[src/hdl/oate_pkg.sv]
// oate_pkg: shared types and codes for the ordered array table engine
// field widths, operation and status codes, sequencer states, result struct
// no dependencies
`default_nettype none

package oate_pkg;

  localparam int OP_BITS     = 3;
  localparam int POS_BITS    = 7;
  localparam int DATA_BITS   = 32;
  localparam int STATUS_BITS = 3;
  localparam int FPOS_BITS   = 6;
  localparam int COUNT_BITS  = 7;

  // operation codes
  localparam logic [OP_BITS-1:0] OP_INSERT   = 3'd0;
  localparam logic [OP_BITS-1:0] OP_DELETE   = 3'd1;
  localparam logic [OP_BITS-1:0] OP_UPDATE   = 3'd2;
  localparam logic [OP_BITS-1:0] OP_SEARCH   = 3'd3;
  localparam logic [OP_BITS-1:0] OP_TRAVERSE = 3'd4;

  // status codes
  localparam logic [STATUS_BITS-1:0] ST_OK        = 3'd0;
  localparam logic [STATUS_BITS-1:0] ST_BAD_INDEX = 3'd1;
  localparam logic [STATUS_BITS-1:0] ST_FULL      = 3'd2;
  localparam logic [STATUS_BITS-1:0] ST_NOT_FOUND = 3'd3;
  localparam logic [STATUS_BITS-1:0] ST_EMPTY     = 3'd4;

  typedef enum logic [2:0] {
    S_IDLE,
    S_DISPATCH,
    S_INS,
    S_DEL,
    S_SRCH,
    S_TRAV,
    S_EMIT
  } state_t;

  typedef struct packed {
    logic [STATUS_BITS-1:0]      status;
    logic [FPOS_BITS-1:0]        found_position;
    logic signed [DATA_BITS-1:0] read_word;
    logic                        last;
    logic [COUNT_BITS-1:0]       entry_count;
  } res_t;

endpackage

`default_nettype wire

[src/hdl/oate_if.sv]
// oate_req_if / oate_res_if: valid-ready channels for requests and results
// depends on oate_pkg for field widths
`default_nettype none

interface oate_req_if;
  logic                                 valid;
  logic                                 ready;
  logic [oate_pkg::OP_BITS-1:0]         op;
  logic [oate_pkg::POS_BITS-1:0]        position;
  logic signed [oate_pkg::DATA_BITS-1:0] data_word;

  modport source (output valid, output op, output position, output data_word, input ready);
  modport sink   (input valid, input op, input position, input data_word, output ready);
endinterface

interface oate_res_if;
  logic                                   valid;
  logic                                   ready;
  logic [oate_pkg::STATUS_BITS-1:0]       status;
  logic [oate_pkg::FPOS_BITS-1:0]         found_position;
  logic signed [oate_pkg::DATA_BITS-1:0]  read_word;
  logic                                   last;
  logic [oate_pkg::COUNT_BITS-1:0]        entry_count;

  modport source (output valid, output status, output found_position, output read_word,
                  output last, output entry_count, input ready);
  modport sink   (input valid, input status, input found_position, input read_word,
                  input last, input entry_count, output ready);
endinterface

`default_nettype wire

[src/hdl/oate_mem.sv]
// oate_mem: entry storage, one write port and one registered read port
// read data holds while the read enable is low
`default_nettype none

module oate_mem #(
  parameter int DEPTH     = 64,
  parameter int WORD_BITS = 32,
  parameter int AW        = $clog2(DEPTH)
) (
  input  wire logic                 clk,
  input  wire logic                 we,
  input  wire logic [AW-1:0]        waddr,
  input  wire logic [WORD_BITS-1:0] wdata,
  input  wire logic                 re,
  input  wire logic [AW-1:0]        raddr,
  output logic      [WORD_BITS-1:0] rdata
);

  logic [WORD_BITS-1:0] mem [DEPTH];

  always_ff @(posedge clk) begin
    if (we) begin
      mem[waddr] <= wdata;
    end
  end

  always_ff @(posedge clk) begin
    if (re) begin
      rdata <= mem[raddr];
    end
  end

endmodule

`default_nettype wire

[src/hdl/oate_seq.sv]
// oate_seq: request sequencer, walks the entry memory one address per cycle while no result waits on a stall
// depends on oate_pkg and oate_if; drives oate_mem and the result stage
`default_nettype none

module oate_seq #(
  parameter int DEPTH     = 64,
  parameter int WORD_BITS = 32,
  parameter int AW        = $clog2(DEPTH),
  parameter int CW        = $clog2(DEPTH + 1)
) (
  input  wire logic                 clk,
  input  wire logic                 rst,
  oate_req_if.sink                  req,
  output logic                      res_valid,
  input  wire logic                 res_ready,
  output oate_pkg::res_t            res,
  output logic                      mem_we,
  output logic [AW-1:0]             mem_waddr,
  output logic [WORD_BITS-1:0]      mem_wdata,
  output logic                      mem_re,
  output logic [AW-1:0]             mem_raddr,
  input  wire logic [WORD_BITS-1:0] mem_rdata
);

  localparam int PW = (CW > oate_pkg::POS_BITS) ? CW : oate_pkg::POS_BITS;

  oate_pkg::state_t state, state_next;

  logic [oate_pkg::OP_BITS-1:0]     op_q;
  logic [oate_pkg::POS_BITS-1:0]    pos_q;
  logic [WORD_BITS-1:0]             word_q;
  logic [CW-1:0]                    fill_count;
  logic [CW-1:0]                    idx;
  logic                             pend;
  logic [AW-1:0]                    pend_addr;
  logic [oate_pkg::STATUS_BITS-1:0] res_status;
  logic [AW-1:0]                    res_pos;
  logic [WORD_BITS-1:0]             res_word;

  logic [AW-1:0] pos_a;
  logic          pos_gt_cnt;
  logic          pos_ge_cnt;
  logic          is_full;
  logic          ins_more;
  logic          walk_more;
  logic          pend_hit;
  logic          last_elem;
  logic          trv_go;

  assign req.ready  = (state == oate_pkg::S_IDLE);
  assign pos_a      = AW'(pos_q);
  assign pos_gt_cnt = PW'(pos_q) > PW'(fill_count);
  assign pos_ge_cnt = PW'(pos_q) >= PW'(fill_count);
  assign is_full    = (fill_count == CW'(DEPTH));
  assign ins_more   = PW'(idx) > PW'(pos_q);
  assign walk_more  = idx < fill_count;
  assign pend_hit   = pend && (mem_rdata == word_q);
  assign last_elem  = (CW'(pend_addr) == fill_count - 1'b1);
  assign trv_go     = walk_more && (!pend || res_ready);

  // next state
  always_comb begin
    state_next = state;
    unique case (state)
      oate_pkg::S_IDLE: begin
        if (req.valid) begin
          state_next = oate_pkg::S_DISPATCH;
        end
      end
      oate_pkg::S_DISPATCH: begin
        unique case (op_q)
          oate_pkg::OP_INSERT: begin
            state_next = (pos_gt_cnt || is_full) ? oate_pkg::S_EMIT : oate_pkg::S_INS;
          end
          oate_pkg::OP_DELETE: begin
            state_next = pos_ge_cnt ? oate_pkg::S_EMIT : oate_pkg::S_DEL;
          end
          oate_pkg::OP_UPDATE:   state_next = oate_pkg::S_EMIT;
          oate_pkg::OP_SEARCH:   state_next = oate_pkg::S_SRCH;
          oate_pkg::OP_TRAVERSE: begin
            state_next = (fill_count == '0) ? oate_pkg::S_EMIT : oate_pkg::S_TRAV;
          end
          default:               state_next = oate_pkg::S_IDLE;
        endcase
      end
      oate_pkg::S_INS: begin
        if (!ins_more && !pend) begin
          state_next = oate_pkg::S_EMIT;
        end
      end
      oate_pkg::S_DEL: begin
        if (!walk_more && !pend) begin
          state_next = oate_pkg::S_EMIT;
        end
      end
      oate_pkg::S_SRCH: begin
        if (pend_hit || (!walk_more && !pend)) begin
          state_next = oate_pkg::S_EMIT;
        end
      end
      oate_pkg::S_TRAV: begin
        if (pend && res_ready && last_elem) begin
          state_next = oate_pkg::S_IDLE;
        end
      end
      oate_pkg::S_EMIT: begin
        if (res_ready) begin
          state_next = oate_pkg::S_IDLE;
        end
      end
      default: state_next = oate_pkg::S_IDLE;
    endcase
  end

  // memory controls and result
  always_comb begin
    mem_we    = 1'b0;
    mem_waddr = '0;
    mem_wdata = '0;
    mem_re    = 1'b0;
    mem_raddr = '0;
    res_valid = 1'b0;
    res       = '0;
    unique case (state)
      oate_pkg::S_DISPATCH: begin
        if (op_q == oate_pkg::OP_UPDATE && !pos_ge_cnt) begin
          mem_we    = 1'b1;
          mem_waddr = pos_a;
          mem_wdata = word_q;
        end
      end
      oate_pkg::S_INS: begin
        // move entries up, then drop the new word into the gap
        if (pend) begin
          mem_we    = 1'b1;
          mem_waddr = pend_addr;
          mem_wdata = mem_rdata;
        end else if (!ins_more) begin
          mem_we    = 1'b1;
          mem_waddr = pos_a;
          mem_wdata = word_q;
        end
        if (ins_more) begin
          mem_re    = 1'b1;
          mem_raddr = AW'(idx - 1'b1);
        end
      end
      oate_pkg::S_DEL: begin
        // first read is the removed entry, later ones move down
        if (pend && pend_addr != pos_a) begin
          mem_we    = 1'b1;
          mem_waddr = pend_addr - 1'b1;
          mem_wdata = mem_rdata;
        end
        if (walk_more) begin
          mem_re    = 1'b1;
          mem_raddr = AW'(idx);
        end
      end
      oate_pkg::S_SRCH: begin
        if (walk_more && !pend_hit) begin
          mem_re    = 1'b1;
          mem_raddr = AW'(idx);
        end
      end
      oate_pkg::S_TRAV: begin
        if (trv_go) begin
          mem_re    = 1'b1;
          mem_raddr = AW'(idx);
        end
        res_valid          = pend;
        res.status         = oate_pkg::ST_OK;
        res.found_position = oate_pkg::FPOS_BITS'(pend_addr);
        res.read_word      = $signed(oate_pkg::DATA_BITS'(mem_rdata));
        res.last           = last_elem;
        res.entry_count    = oate_pkg::COUNT_BITS'(fill_count);
      end
      oate_pkg::S_EMIT: begin
        res_valid          = 1'b1;
        res.status         = res_status;
        res.found_position = oate_pkg::FPOS_BITS'(res_pos);
        res.read_word      = $signed(oate_pkg::DATA_BITS'(res_word));
        res.last           = 1'b1;
        res.entry_count    = oate_pkg::COUNT_BITS'(fill_count);
      end
      default: begin
      end
    endcase
  end

  always_ff @(posedge clk) begin
    if (rst) begin
      state <= oate_pkg::S_IDLE;
    end else begin
      state <= state_next;
    end
  end

  always_ff @(posedge clk) begin
    if (rst) begin
      fill_count <= '0;
      pend       <= 1'b0;
    end else begin
      unique case (state)
        oate_pkg::S_IDLE: begin
          if (req.valid) begin
            op_q   <= req.op;
            pos_q  <= req.position;
            word_q <= WORD_BITS'($unsigned(req.data_word));
          end
        end
        oate_pkg::S_DISPATCH: begin
          pend       <= 1'b0;
          res_status <= oate_pkg::ST_BAD_INDEX;
          res_pos    <= '0;
          res_word   <= '0;
          unique case (op_q)
            oate_pkg::OP_INSERT: begin
              idx <= fill_count;
              if (!pos_gt_cnt && is_full) begin
                res_status <= oate_pkg::ST_FULL;
              end
            end
            oate_pkg::OP_DELETE: idx <= CW'(pos_q);
            oate_pkg::OP_UPDATE: begin
              if (!pos_ge_cnt) begin
                res_status <= oate_pkg::ST_OK;
                res_pos    <= pos_a;
                res_word   <= word_q;
              end
            end
            oate_pkg::OP_SEARCH: idx <= '0;
            oate_pkg::OP_TRAVERSE: begin
              idx        <= '0;
              res_status <= oate_pkg::ST_EMPTY;
            end
            default: begin
            end
          endcase
        end
        oate_pkg::S_INS: begin
          if (ins_more) begin
            idx       <= idx - 1'b1;
            pend      <= 1'b1;
            pend_addr <= AW'(idx);
          end else begin
            pend <= 1'b0;
          end
          if (!ins_more && !pend) begin
            fill_count <= fill_count + 1'b1;
            res_status <= oate_pkg::ST_OK;
            res_pos    <= pos_a;
            res_word   <= word_q;
          end
        end
        oate_pkg::S_DEL: begin
          if (walk_more) begin
            idx       <= idx + 1'b1;
            pend      <= 1'b1;
            pend_addr <= AW'(idx);
          end else begin
            pend <= 1'b0;
          end
          if (pend && pend_addr == pos_a) begin
            res_word <= mem_rdata;
          end
          if (!walk_more && !pend) begin
            fill_count <= fill_count - 1'b1;
            res_status <= oate_pkg::ST_OK;
            res_pos    <= pos_a;
          end
        end
        oate_pkg::S_SRCH: begin
          if (pend_hit) begin
            res_status <= oate_pkg::ST_OK;
            res_pos    <= pend_addr;
            res_word   <= mem_rdata;
          end else if (walk_more) begin
            idx       <= idx + 1'b1;
            pend      <= 1'b1;
            pend_addr <= AW'(idx);
          end else begin
            pend <= 1'b0;
            if (!pend) begin
              res_status <= oate_pkg::ST_NOT_FOUND;
            end
          end
        end
        oate_pkg::S_TRAV: begin
          if (trv_go) begin
            idx       <= idx + 1'b1;
            pend      <= 1'b1;
            pend_addr <= AW'(idx);
          end else if (pend && res_ready) begin
            pend <= 1'b0;
          end
        end
        default: begin
        end
      endcase
    end
  end

`ifndef SYNTH
  a_count_moves_only_in_shift: assert property (@(posedge clk) disable iff (rst)
    (!$past(rst) && fill_count != $past(fill_count)) |->
      ($past(state) == oate_pkg::S_INS || $past(state) == oate_pkg::S_DEL))
    else $error("entry count changed outside insert or delete");

  a_count_bounded: assert property (@(posedge clk) disable iff (rst)
    fill_count <= CW'(DEPTH))
    else $error("entry count above depth");

  a_insert_grows: assert property (@(posedge clk) disable iff (rst)
    (state == oate_pkg::S_INS && state_next == oate_pkg::S_EMIT) |=>
      (fill_count == $past(fill_count) + 1'b1))
    else $error("insert did not grow the count by one");

  a_write_states: assert property (@(posedge clk) disable iff (rst)
    mem_we |-> (state == oate_pkg::S_DISPATCH || state == oate_pkg::S_INS ||
                state == oate_pkg::S_DEL))
    else $error("memory written outside update, insert or delete");

  a_no_result_when_idle: assert property (@(posedge clk) disable iff (rst)
    (state == oate_pkg::S_IDLE || state == oate_pkg::S_DISPATCH) |-> !res_valid)
    else $error("result offered while no request is in progress");
`endif

endmodule

`default_nettype wire

[src/hdl/ordered_array_table_engine_top.sv]
// ordered_array_table_engine_top: dense array of signed words with a count
//
// req channel (valid/ready) carries op, position and data_word; rsp channel
// carries status, found_position, read_word, last and entry_count. An item is
// taken when valid and ready are high at a clock edge. One request is worked
// at a time: req.ready is high only while the sequencer is idle.
// Insert moves the entries from the position to the end up by one, delete
// moves the entries after the position down by one, search reads from index
// 0 to the first hit or to the end; update, a rejected request and traverse
// of an empty array give their result without a walk; unknown ops give none.
// Traverse gives one result per entry, one per cycle while rsp.ready stays
// high, the last one marked. Another request is taken the cycle after the
// final result leaves the sequencer. The sequencer moves one entry per cycle
// while no result waits on a stall, through the single read and single write
// port of the entry memory, so the length of the walk sets each request's time.
// Results pass through an output register; a stall on rsp holds that register
// and holds the sequencer once it has a result to give, no result is dropped.
// Synchronous reset empties the array (count to zero) and returns to idle.
// depends on oate_pkg, oate_if, oate_mem, oate_seq
`default_nettype none

module ordered_array_table_engine_top #(
  parameter int DEPTH     = 64,
  parameter int WORD_BITS = 32
) (
  input  wire logic clk,
  input  wire logic rst,
  oate_req_if.sink  req,
  oate_res_if.source rsp
);

  localparam int AW = $clog2(DEPTH);
  localparam int CW = $clog2(DEPTH + 1);

  logic                 mem_we;
  logic [AW-1:0]        mem_waddr;
  logic [WORD_BITS-1:0] mem_wdata;
  logic                 mem_re;
  logic [AW-1:0]        mem_raddr;
  logic [WORD_BITS-1:0] mem_rdata;

  logic           res_valid;
  logic           res_ready;
  oate_pkg::res_t res;

  logic           out_valid;
  oate_pkg::res_t out_data;

  oate_mem #(
    .DEPTH     (DEPTH),
    .WORD_BITS (WORD_BITS),
    .AW        (AW)
  ) u_mem (
    .clk   (clk),
    .we    (mem_we),
    .waddr (mem_waddr),
    .wdata (mem_wdata),
    .re    (mem_re),
    .raddr (mem_raddr),
    .rdata (mem_rdata)
  );

  oate_seq #(
    .DEPTH     (DEPTH),
    .WORD_BITS (WORD_BITS),
    .AW        (AW),
    .CW        (CW)
  ) u_seq (
    .clk       (clk),
    .rst       (rst),
    .req       (req),
    .res_valid (res_valid),
    .res_ready (res_ready),
    .res       (res),
    .mem_we    (mem_we),
    .mem_waddr (mem_waddr),
    .mem_wdata (mem_wdata),
    .mem_re    (mem_re),
    .mem_raddr (mem_raddr),
    .mem_rdata (mem_rdata)
  );

  // output register
  assign res_ready = !out_valid || rsp.ready;

  always_ff @(posedge clk) begin
    if (rst) begin
      out_valid <= 1'b0;
    end else if (res_valid && res_ready) begin
      out_valid <= 1'b1;
    end else if (rsp.ready) begin
      out_valid <= 1'b0;
    end
  end

  always_ff @(posedge clk) begin
    if (res_valid && res_ready) begin
      out_data <= res;
    end
  end

  assign rsp.valid          = out_valid;
  assign rsp.status         = out_data.status;
  assign rsp.found_position = out_data.found_position;
  assign rsp.read_word      = out_data.read_word;
  assign rsp.last           = out_data.last;
  assign rsp.entry_count    = out_data.entry_count;

endmodule

`default_nettype wire

[src/flat_wrapper.sv]
// flat-port wrapper written by rule: the top's interface ports become plain ports
module ordered_array_table_engine_top_flat 
#(
  parameter int DEPTH     = 64,
  parameter int WORD_BITS = 32
)
  (clk, rst, req_valid, req_op, req_position, req_data_word, req_ready, rsp_valid, rsp_status, rsp_found_position, rsp_read_word, rsp_last, rsp_entry_count, rsp_ready);
  oate_req_if req_i ();
  oate_res_if rsp_i ();
  input  wire logic clk;
  input  wire logic rst;
  input wire logic [$bits(req_i.valid)-1:0] req_valid;
  input wire logic [$bits(req_i.op)-1:0] req_op;
  input wire logic [$bits(req_i.position)-1:0] req_position;
  input wire logic [$bits(req_i.data_word)-1:0] req_data_word;
  output wire logic [$bits(req_i.ready)-1:0] req_ready;
  output wire logic [$bits(rsp_i.valid)-1:0] rsp_valid;
  output wire logic [$bits(rsp_i.status)-1:0] rsp_status;
  output wire logic [$bits(rsp_i.found_position)-1:0] rsp_found_position;
  output wire logic [$bits(rsp_i.read_word)-1:0] rsp_read_word;
  output wire logic [$bits(rsp_i.last)-1:0] rsp_last;
  output wire logic [$bits(rsp_i.entry_count)-1:0] rsp_entry_count;
  input wire logic [$bits(rsp_i.ready)-1:0] rsp_ready;
  assign req_i.valid = req_valid;
  assign req_i.op = req_op;
  assign req_i.position = req_position;
  assign req_i.data_word = req_data_word;
  assign req_ready = req_i.ready;
  assign rsp_valid = rsp_i.valid;
  assign rsp_status = rsp_i.status;
  assign rsp_found_position = rsp_i.found_position;
  assign rsp_read_word = rsp_i.read_word;
  assign rsp_last = rsp_i.last;
  assign rsp_entry_count = rsp_i.entry_count;
  assign rsp_i.ready = rsp_ready;
  ordered_array_table_engine_top #(.DEPTH(DEPTH), .WORD_BITS(WORD_BITS)) u_core (.clk(clk), .rst(rst), .req(req_i), .rsp(rsp_i));
endmodule
[config.mk]
export PLATFORM = sky130hd
export DESIGN_NAME = ordered_array_table_engine_top_flat
export DESIGN_NICKNAME = d
export VERILOG_FILES = /design/src/hdl/oate_pkg.sv /design/src/hdl/oate_if.sv /design/src/hdl/oate_mem.sv /design/src/hdl/oate_seq.sv /design/src/hdl/ordered_array_table_engine_top.sv /design/src/flat_wrapper.sv
export SDC_FILE = /design/constraint.sdc
export NUM_CORES = 2
export LEC_CHECK = 0
export BUFFER_PORTS_ARGS = -buffer_cell sky130_fd_sc_hd__clkbuf_2
export CAP_MARGIN = 30
export CORE_MARGIN = 2
export CORE_UTILIZATION = 41
export CTS_CLUSTER_SIZE = 25
export DETAILED_ROUTE_END_ITERATION = 12
export PLACE_DENSITY = 0.54
export SETUP_SLACK_MARGIN = 0.2
export SYNTH_ARGS = -nofsm -noshare
export SYNTH_HDL_FRONTEND = slang
export SYNTH_HIERARCHICAL = 1
export SYNTH_SLANG_ARGS = --single-unit
[constraint.sdc]
create_clock -name clk -period 16 [get_ports clk]
set_input_delay 0.8 -clock clk [delete_from_list [all_inputs] [get_ports clk]]
set_output_delay 0.8 -clock clk [all_outputs]
set_load 0.005 [all_outputs]
# --- After elaboration in Yosys (flattened, before gate mapping) ---
# Memories as Yosys holds them, arrays and structs flattened. A register that Yosys moved wholly into a read port is not among the register bits.
# Index checks and enable logic that the tools add are counted.
totals:
  register_bits: 157
  mem_bits_rw: 2048
  input_bits: 46
  output_inout_bits: 51
  wordCells: 180
  n_memories: 1
op_classes:
  add_sub_neg: 5
  order_cmp: 4
  n_eq_ne: 30
  muxes: 81
  bitwise_logic: 1
  n_reduce_logical: 41
mem_list:
  columns: ["memory", "depth", "width", "rd", "rd_clocked_by_memory_dff", "write_ports", "line", "text"]
  rows:
  - ["u_core.u_mem.mem", 64, 32, 1, 1, 1, "oate_mem.sv:19", "logic [WORD_BITS-1:0] mem [DEPTH];"]
ops:
  columns: ["cell", "n"]
  rows:
  - ["32-bit two-way mux", 9]
  - ["32-bit one-hot mux with 4 select lines", 1]
  - ["6-bit two-way mux", 17]
  - ["49-bit one-hot mux with 2 select lines", 1]
  - ["32-bit one-hot mux with 3 select lines", 1]
  - ["6-bit one-hot mux with 4 select lines", 3]
  - ["7-bit two-way mux", 6]
  - ["3-bit two-way mux", 13]
  - ["7-bit one-hot mux with 5 select lines", 1]
  - ["32-bit equality test", 1]
  - ["3-bit one-hot mux with 7 select lines", 1]
  - ["7-bit one-hot mux with 3 select lines", 1]
  - ["2-bit inequality test, second input constant", 10]
  - ["6-bit one-hot mux with 3 select lines", 1]
  - ["6-bit AND reduction", 3]
  - ["1-bit two-way mux", 16]
  - ["3-bit one-hot mux with 5 select lines", 1]
  - ["5-bit AND reduction", 3]
  - ["7-bit by 1-bit adder with 7-bit output, second input constant", 2]
  - ["7-bit > comparator", 2]
  - ["7-bit one-hot mux with 2 select lines", 1]
  - ["7-bit by 1-bit subtractor with 7-bit output, second input constant", 2]
  - ["3-bit by 2-bit equality test with 1-bit output, second input constant", 4]
  - ["3-bit equality test, second input constant", 4]
  - ["29 further kinds", 58]

# --- Longest topological paths before layout ---
logic_depth:
  ltp_word: 7
  ltp_mapped: 19
  mapped_depth_nobuf: 14

# --- Modules after synthesis ---
# Netlist, hierarchy kept.
modules_own_cells:
  columns: ["module", "instances", "cells_per_inst", "area_per_inst_um2", "seq_area_each_um2"]
  rows:
  - ["oate_mem", 1, 3511, 79359.9, 62459.9]
  - ["oate_seq", 1, 675, 6976.7, 3103.0]
  - ["ordered_array_table_engine_top", 1, 54, 1526.5, 1491.4]

# --- Worst setup path before layout ---
# No wires, ideal clock.
synth_path:
  path_type: "register -> register"
  startpoint: "reg u_core.u_seq.idx[1]"
  endpoint: "reg u_core.u_seq.res_word[0], enable pin"
  setup_time_ps: 502
  t_arrival_ps: 4703
  path_slack_ps: 10796
  path_stages_with_launch: 9
  path_cell_list: "edfxtp_1 > ha_1 > nor2b_1 > o211ai_1 > a21o_1 > a21oi_1 > o21bai_1 > a21oi_1 > nor4_1"
synth_between:
  elab_chain_cells: 5
synth_rtl:
  columns: ["item", "line", "text"]
  rows:
  - ["from (decl)", "oate_seq.sv:33", "logic [CW-1:0] idx;"]
  - ["from (signal assigned)", "oate_seq.sv:219", "idx <= fill_count;"]
  - ["from (signal assigned)", "oate_seq.sv:224", "oate_pkg::OP_DELETE: idx <= CW'(pos_q);"]
  - ["from (signal assigned)", "oate_seq.sv:243", "idx <= idx - 1'b1;"]
  - ["7-bit > comparator", "oate_seq.sv:55", "assign ins_more = PW'(idx) > PW'(pos_q);"]
  - ["1-bit logical NOT", "oate_seq.sv:249", "if (!ins_more && !pend) begin"]
  - ["1-bit logical AND", "oate_seq.sv:249", null]
  - ["2-bit inequality test (no line)", null, null]
  - ["5-bit AND reduction (no line)", null, null]
  - ["to (signal assigned)", "oate_seq.sv:253", "res_word <= word_q;"]
  - ["to (signal assigned)", "oate_seq.sv:265", "res_word <= mem_rdata;"]
  - ["to (signal assigned)", "oate_seq.sv:277", "res_word <= mem_rdata;"]
  - ["to (decl)", "oate_seq.sv:38", "logic [WORD_BITS-1:0] res_word;"]
# No other way between the ends.
# A chain may end at the register's enable or synchronous reset.

# --- Worst setup path in the final report ---
layout_path:
  startpoint: "reg u_core.u_seq.fill_count[4]"
  endpoint: "reg u_core.u_mem.rdata[16] (read register of u_core.u_mem.mem), data pin"
layout_between:
  elab_chain_cells: 4
  word_cells_on_any_way: 11
  cone_classes: "order compare (1); mux (8); reduce/logical (2)"
layout_rtl:
  columns: ["item", "line", "text"]
  rows:
  - ["from (decl)", "oate_seq.sv:32", "logic [CW-1:0] fill_count;"]
  - ["from (signal assigned)", "oate_seq.sv:250", "fill_count <= fill_count + 1'b1;"]
  - ["from (signal assigned)", "oate_seq.sv:268", "fill_count <= fill_count - 1'b1;"]
  - ["7-bit less-than comparator *", "oate_seq.sv:56", "assign walk_more = idx < fill_count;"]
  - ["1-bit logical AND (on tied branches)", "oate_seq.sv:59, oate_seq.sv:161", null]
  - ["6-bit two-way mux (on tied branches)", "oate_seq.sv:167, oate_seq.sv:161", null]
  - ["6-bit one-hot mux with 4 select lines *", "oate_seq.sv:124", "unique case (state)"]
  - ["named net u_core.mem_raddr[0]", "ordered_array_table_engine_top.sv:39", "logic [AW-1:0] mem_raddr;"]
  - ["to (decl)", "oate_mem.sv:16", "output logic [WORD_BITS-1:0] rdata"]
# Mark *: on every way through the listed nets, which the timed path passes. The rest lies on a longest branch.

==> report_table.html <==
<table>
<tr><th>Metric</th><th>Value</th></tr>
<tr><th colspan="2">Setup path</th></tr>
<tr><td>Maximum cell stage delay along the critical path</td><td>between 0.7 and 0.8 ns</td></tr>
<tr><td>Critical Path End Type</td><td>flip-flop</td></tr>
<tr><td>Endpoint required time on the critical path</td><td>approximately 17 ns</td></tr>
<tr><td>Crit-path max FO</td><td>66</td></tr>
<tr><td>CP max stage cell</td><td>o21ai_4</td></tr>
<tr><td>Arrival time of the worst setup path</td><td>7.64 ns</td></tr>
<tr><td>Startpoint class of the critical path</td><td>flip-flop</td></tr>
<tr><td>Worst path cell trace</td><td>inv_1, ha_1, a21o_1, a21oi_1, o21ai_0, a21oi_1, o211ai_1, buf_4, o21ai_4, buf_4, buf_12, buf_4, buf_4, mux4_2, a22oi_1, o211ai_1, o21ai_0, nor2_1</td></tr>
<tr><td>Cell repeated most along the worst path</td><td>buf_4</td></tr>
<tr><td>WS Path Type</td><td>reg -&gt; reg</td></tr>
<tr><th colspan="2">Clocking</th></tr>
<tr><td>Clock-pin transition on the worst setup and hold timing paths</td><td>0.06 ns</td></tr>
<tr><td>Number of CTS-inserted buffers</td><td>~220</td></tr>
<tr><td>Later-pin clock latency in the skew report</td><td>a little under 0.9 ns</td></tr>
<tr><td>Number of setup buffers added after CTS</td><td>0</td></tr>
<tr><td>Buffer depth of the longest clock path</td><td>3</td></tr>
<tr><td>Total number of clock tree sinks</td><td>2237</td></tr>
<tr><td>Post-CTS resize count</td><td>0</td></tr>
<tr><td>Post-CTS Hold Fix Bufs</td><td>0</td></tr>
<tr><td>CTS tree</td><td>done</td></tr>
<tr><td>Max H-tree Level</td><td>4</td></tr>
<tr><td>Library cell used as clock root buffer</td><td>clkbuf_16</td></tr>
<tr><th colspan="2">Synthesis</th></tr>
<tr><td>Cell count after synthesis</td><td>4240</td></tr>
<tr><td>Unique masters post-synth</td><td>80</td></tr>
<tr><td>Cell Area, Synth</td><td>0.0879 mm^2</td></tr>
<tr><td>Number of flops mapped to enable cells by yosys</td><td>2225</td></tr>
<tr><td>Syn avg cell area</td><td>20.7 um^2</td></tr>
<tr><td>Net count of the mapped netlist</td><td>4311</td></tr>
<tr><td>Synth Flop Type</td><td>edfxtp_1</td></tr>
<tr><td>Share of flip-flops with an asynchronous set or reset</td><td>0%</td></tr>
<tr><td>Fraction of the yosys area taken by sequential cells</td><td>around three quarters</td></tr>
<tr><td>Count of synthesis-stage warnings from yosys</td><td>6</td></tr>
<tr><td>Seq cells post-synth</td><td>~2200</td></tr>
<tr><th colspan="2">Detailed routing</th></tr>
<tr><td>Post-route DRC violation count</td><td>0</td></tr>
<tr><td>Total via count in the routed design</td><td>about 46000</td></tr>
<tr><td>DRT iter0 DRCs</td><td>around 6600</td></tr>
<tr><td>Antenna viol nets, final</td><td>0</td></tr>
<tr><td>Final wirelength</td><td>around 260000 um</td></tr>
<tr><td>Mean routed wirelength per cell</td><td>34.0 um</td></tr>
<tr><td>Detail-routed via count per cell</td><td>between 6 and 7</td></tr>
<tr><td>1st-pass router iterations</td><td>5</td></tr>
<tr><th colspan="2">Final layout</th></tr>
<tr><td>Number of nets in the layout</td><td>4551</td></tr>
<tr><td>Count of fill cells added during filler insertion</td><td>between 15000 and 20000</td></tr>
<tr><td>Ratio of cells with drive above 1 in the final layout</td><td>24.9%</td></tr>
<tr><td>Flip-flop and latch area</td><td>0.0671 mm^2</td></tr>
<tr><td>P&amp;R area growth vs syn</td><td>13.4%</td></tr>
<tr><td>Combined area of the multi-input logic cells</td><td>0.0199 mm^2</td></tr>
<tr><th colspan="2">Power</th></tr>
<tr><td>Final Total Pwr</td><td>0.0149 W</td></tr>
<tr><td>PD cells</td><td>150 mW/mm^2</td></tr>
<tr><td>Peak supply drop</td><td>126 uV</td></tr>
<tr><td>Leakage</td><td>30.5 nW</td></tr>
<tr><th colspan="2">Timing</th></tr>
<tr><td>Slew at the pin closest to its max-slew limit</td><td>1.28 ns</td></tr>
<tr><td>Final critical-path setup slack</td><td>8.97 ns</td></tr>
<tr><td>Fin crit share</td><td>43.9%</td></tr>
<tr><td>Shortest clock period the worst path allows after layout</td><td>7.03 ns</td></tr>
<tr><td>Smallest hold slack</td><td>0.113 ns</td></tr>
<tr><td>Final setup fails</td><td>0</td></tr>
<tr><td>Worst slew margin relative to its limit</td><td>between 10 and 15%</td></tr>
<tr><td>Final Hold Viols</td><td>0</td></tr>
<tr><td>Final count of pins violating max slew</td><td>0</td></tr>
<tr><td>Setup repair after global routing missed its margin</td><td>no</td></tr>
<tr><td>Final Skew</td><td>0.0474 ns</td></tr>
<tr><td>Maximum achievable frequency</td><td>0.142 GHz</td></tr>
<tr><td>Sum of negative setup slack</td><td>0 ns</td></tr>
<tr><th colspan="2">GRT</th></tr>
<tr><td>GR Util met3</td><td>3.95%</td></tr>
<tr><td>Global Route met2 Usage</td><td>35.7%</td></tr>
<tr><td>Gr busiest metal</td><td>met2</td></tr>
<tr><td>Antenna violations before repair</td><td>27</td></tr>
<tr><td>Maximum number of pins on one net before global-route repair</td><td>a little over 100</td></tr>
<tr><td>Global route overflow</td><td>0</td></tr>
<tr><td>Number of global-route vias before repair</td><td>44001</td></tr>
<tr><td>Total global-route track usage</td><td>23.3%</td></tr>
<tr><td>First-pass GRT wire length</td><td>~350000 um</td></tr>
<tr><td>Met1 usage in global routing</td><td>around a third</td></tr>
<tr><th colspan="2">Run status</th></tr>
<tr><td>Result of the run</td><td>completed</td></tr>
<tr><th colspan="2">Placement</th></tr>
<tr><td>Final HPWL from detailed placement</td><td>~140000 um</td></tr>
<tr><td>Setup Slack @ Placement</td><td>8.82 ns</td></tr>
<tr><td>Port buffer count</td><td>96</td></tr>
<tr><td>Final weighted congestion of routability-driven global placement</td><td>roughly 0.85</td></tr>
<tr><th colspan="2">Floorplan</th></tr>
<tr><td>Die width</td><td>467 um</td></tr>
<tr><td>Die area</td><td>0.218 mm^2</td></tr>
<tr><td>I/O pin total</td><td>97</td></tr>
<tr><td>Overall die height</td><td>approximately 470 um</td></tr>
<tr><td>Effective utilization at floorplan</td><td>41.3%</td></tr>
<tr><td>Std cell rows</td><td>169</td></tr>
<tr><td>Area inside the core boundary</td><td>0.213 mm^2</td></tr>
<tr><th colspan="2">Min path</th></tr>
<tr><td>Worst Hold Class</td><td>in -&gt; reg</td></tr>
<tr><th colspan="2">Job</th></tr>
<tr><td>Max Cap Viol</td><td>0</td></tr>
</table>
## placed cells by master, fill, tap and decap left out, types with 48 or more instances in the layout
cell type,netlist,layout
a21oi_1,59,59
a22o_1,121,89
a22oi_1,132,132
buf_4,29,156
clkbuf_1,112,49
clkbuf_16,0,225
clkbuf_2,2,96
clkinv_1,0,67
edfxtp_1,2225,2225
mux2i_1,192,192
mux4_2,446,446
nand2_1,57,56
nand3_1,64,64
nor2_1,123,55
nor2_4,0,66
o21ai_0,60,56
o22ai_1,49,48
## cell usage after synthesis (10+ instances only)
| master | number | area [um^2] |
|---|---|---|
| buf_4 | 29 | 218 |
| nor3_1 | 17 | 85.1 |
| o21ai_0 | 60 | 300 |
| mux4_2 | 446 | 10000 |
| a22oi_1 | 132 | 991 |
| xor2_1 | 15 | 131 |
| and2_1 | 18 | 113 |
| o22ai_1 | 49 | 307 |
| clkbuf_1 | 112 | 420 |
| nand2_1 | 57 | 214 |
| inv_1 | 32 | 120 |
| xnor2_1 | 39 | 342 |
| dfxtp_1 | 12 | 240 |
| buf_6 | 32 | 360 |
| o221ai_1 | 18 | 158 |
| o211ai_1 | 16 | 120 |
| nor2_1 | 123 | 462 |
| a311o_1 | 12 | 120 |
| and3_1 | 11 | 68.8 |
| a211oi_1 | 23 | 173 |
| nor2b_1 | 23 | 144 |
| nand2b_1 | 18 | 113 |
| edfxtp_1 | 2225 | 66800 |
| a31oi_1 | 23 | 144 |
| buf_2 | 63 | 315 |
| ha_1 | 25 | 313 |
| mux2i_1 | 192 | 1920 |
| o22a_1 | 15 | 131 |
| a21oi_1 | 59 | 295 |
| a22o_1 | 121 | 1060 |
| nand4_1 | 10 | 62.6 |
| nand3_1 | 64 | 320 |
## critical path: cells and delay by family, from the launching register on
family | cells | cell delay [ns]
adder cells (fa/ha/maj) | 1 | 0.34
flip-flops | 1 | 0.52
AND/OR/NAND/NOR | 1 | 0.08
multiplexers | 1 | 0.57
buffers and inverters | 6 | 2.66
AO/OA/AOI/OAI | 9 | 2.51
## metal layers
metal | up-vias | part of all wire [%]
met1 | 24646 | 42
met5 | - | 0.016
met2 | 2200 | 46
met4 | 8 | 3.1
li1 | 18359 | -
met3 | 323 | 8.4
## final timing paths
kind | endpoint | depth (start not counted) | slack [ns] | start
setup reg to reg | u_core/u_mem/rdata[16] | 18 | 8.97 | u_core/u_seq/fill_count[4]
hold reg to reg | u_core/rsp.found_position[1] | 2 | 0.53 | u_core/u_seq/res_pos[1]
hold / removal | u_core/u_seq/word_q[21] | 1 | 0.11 | req_data_word[21]
setup / recovery | u_core/u_mem/rdata[16] | 18 | 8.97 | u_core/u_seq/fill_count[4]
## cell families after synthesis
logic type | synth area share [%]
XOR/XNOR | 0.538
flip-flops | 76.3
buffers and inverters | 1.86
adder cells (fa/ha/maj) | 0.356
multiplexers | 13.6
AO/OA/AOI/OAI | 5.01
AND/OR/NAND/NOR | 2.30
## where the power goes
group | internal (W) | switching (W)
combinational | 0.000913 | 0.00187
sequential | 0.00690 | 0.000184
clock | 0.00280 | 0.00224
total | 0.0106 | 0.00429
## registers in the layout, indices dropped and copies added (netlist names), 7 cells and up
register,flops
u_core/rsp.entry_count,7
u_core/rsp.read_word,32
u_core/u_seq/word_q,32
u_core/u_seq/idx,7
u_core/u_seq/fill_count,7
u_core/u_mem/mem,2048
u_core/u_seq/pos_q,7
u_core/u_mem/rdata,32
u_core/u_seq/res_word,32
## stage by stage
step	std cells	area [um^2]	util, %
floorplan	4240	87900	-
global placement	7056	92300	43.4
detailed placement	7072	92500	43.5
CTS	7490	99500	46.8
global route	7496	99600	46.9
finish	7505	99600	46.9
## final cells by class
class,count,share of cell area [%]
Clock inverter,143,1.15
Antenna cell,12,0.0302
Timing Repair Buffer,270,1.98
Inverter,33,0.124
Sequential cell,2237,67.3
Multi-Input combinational cell,1714,20.0
Tap cell,2821,3.54
Clock buffer,275,5.85
Power figures use the tool's default switching activity.
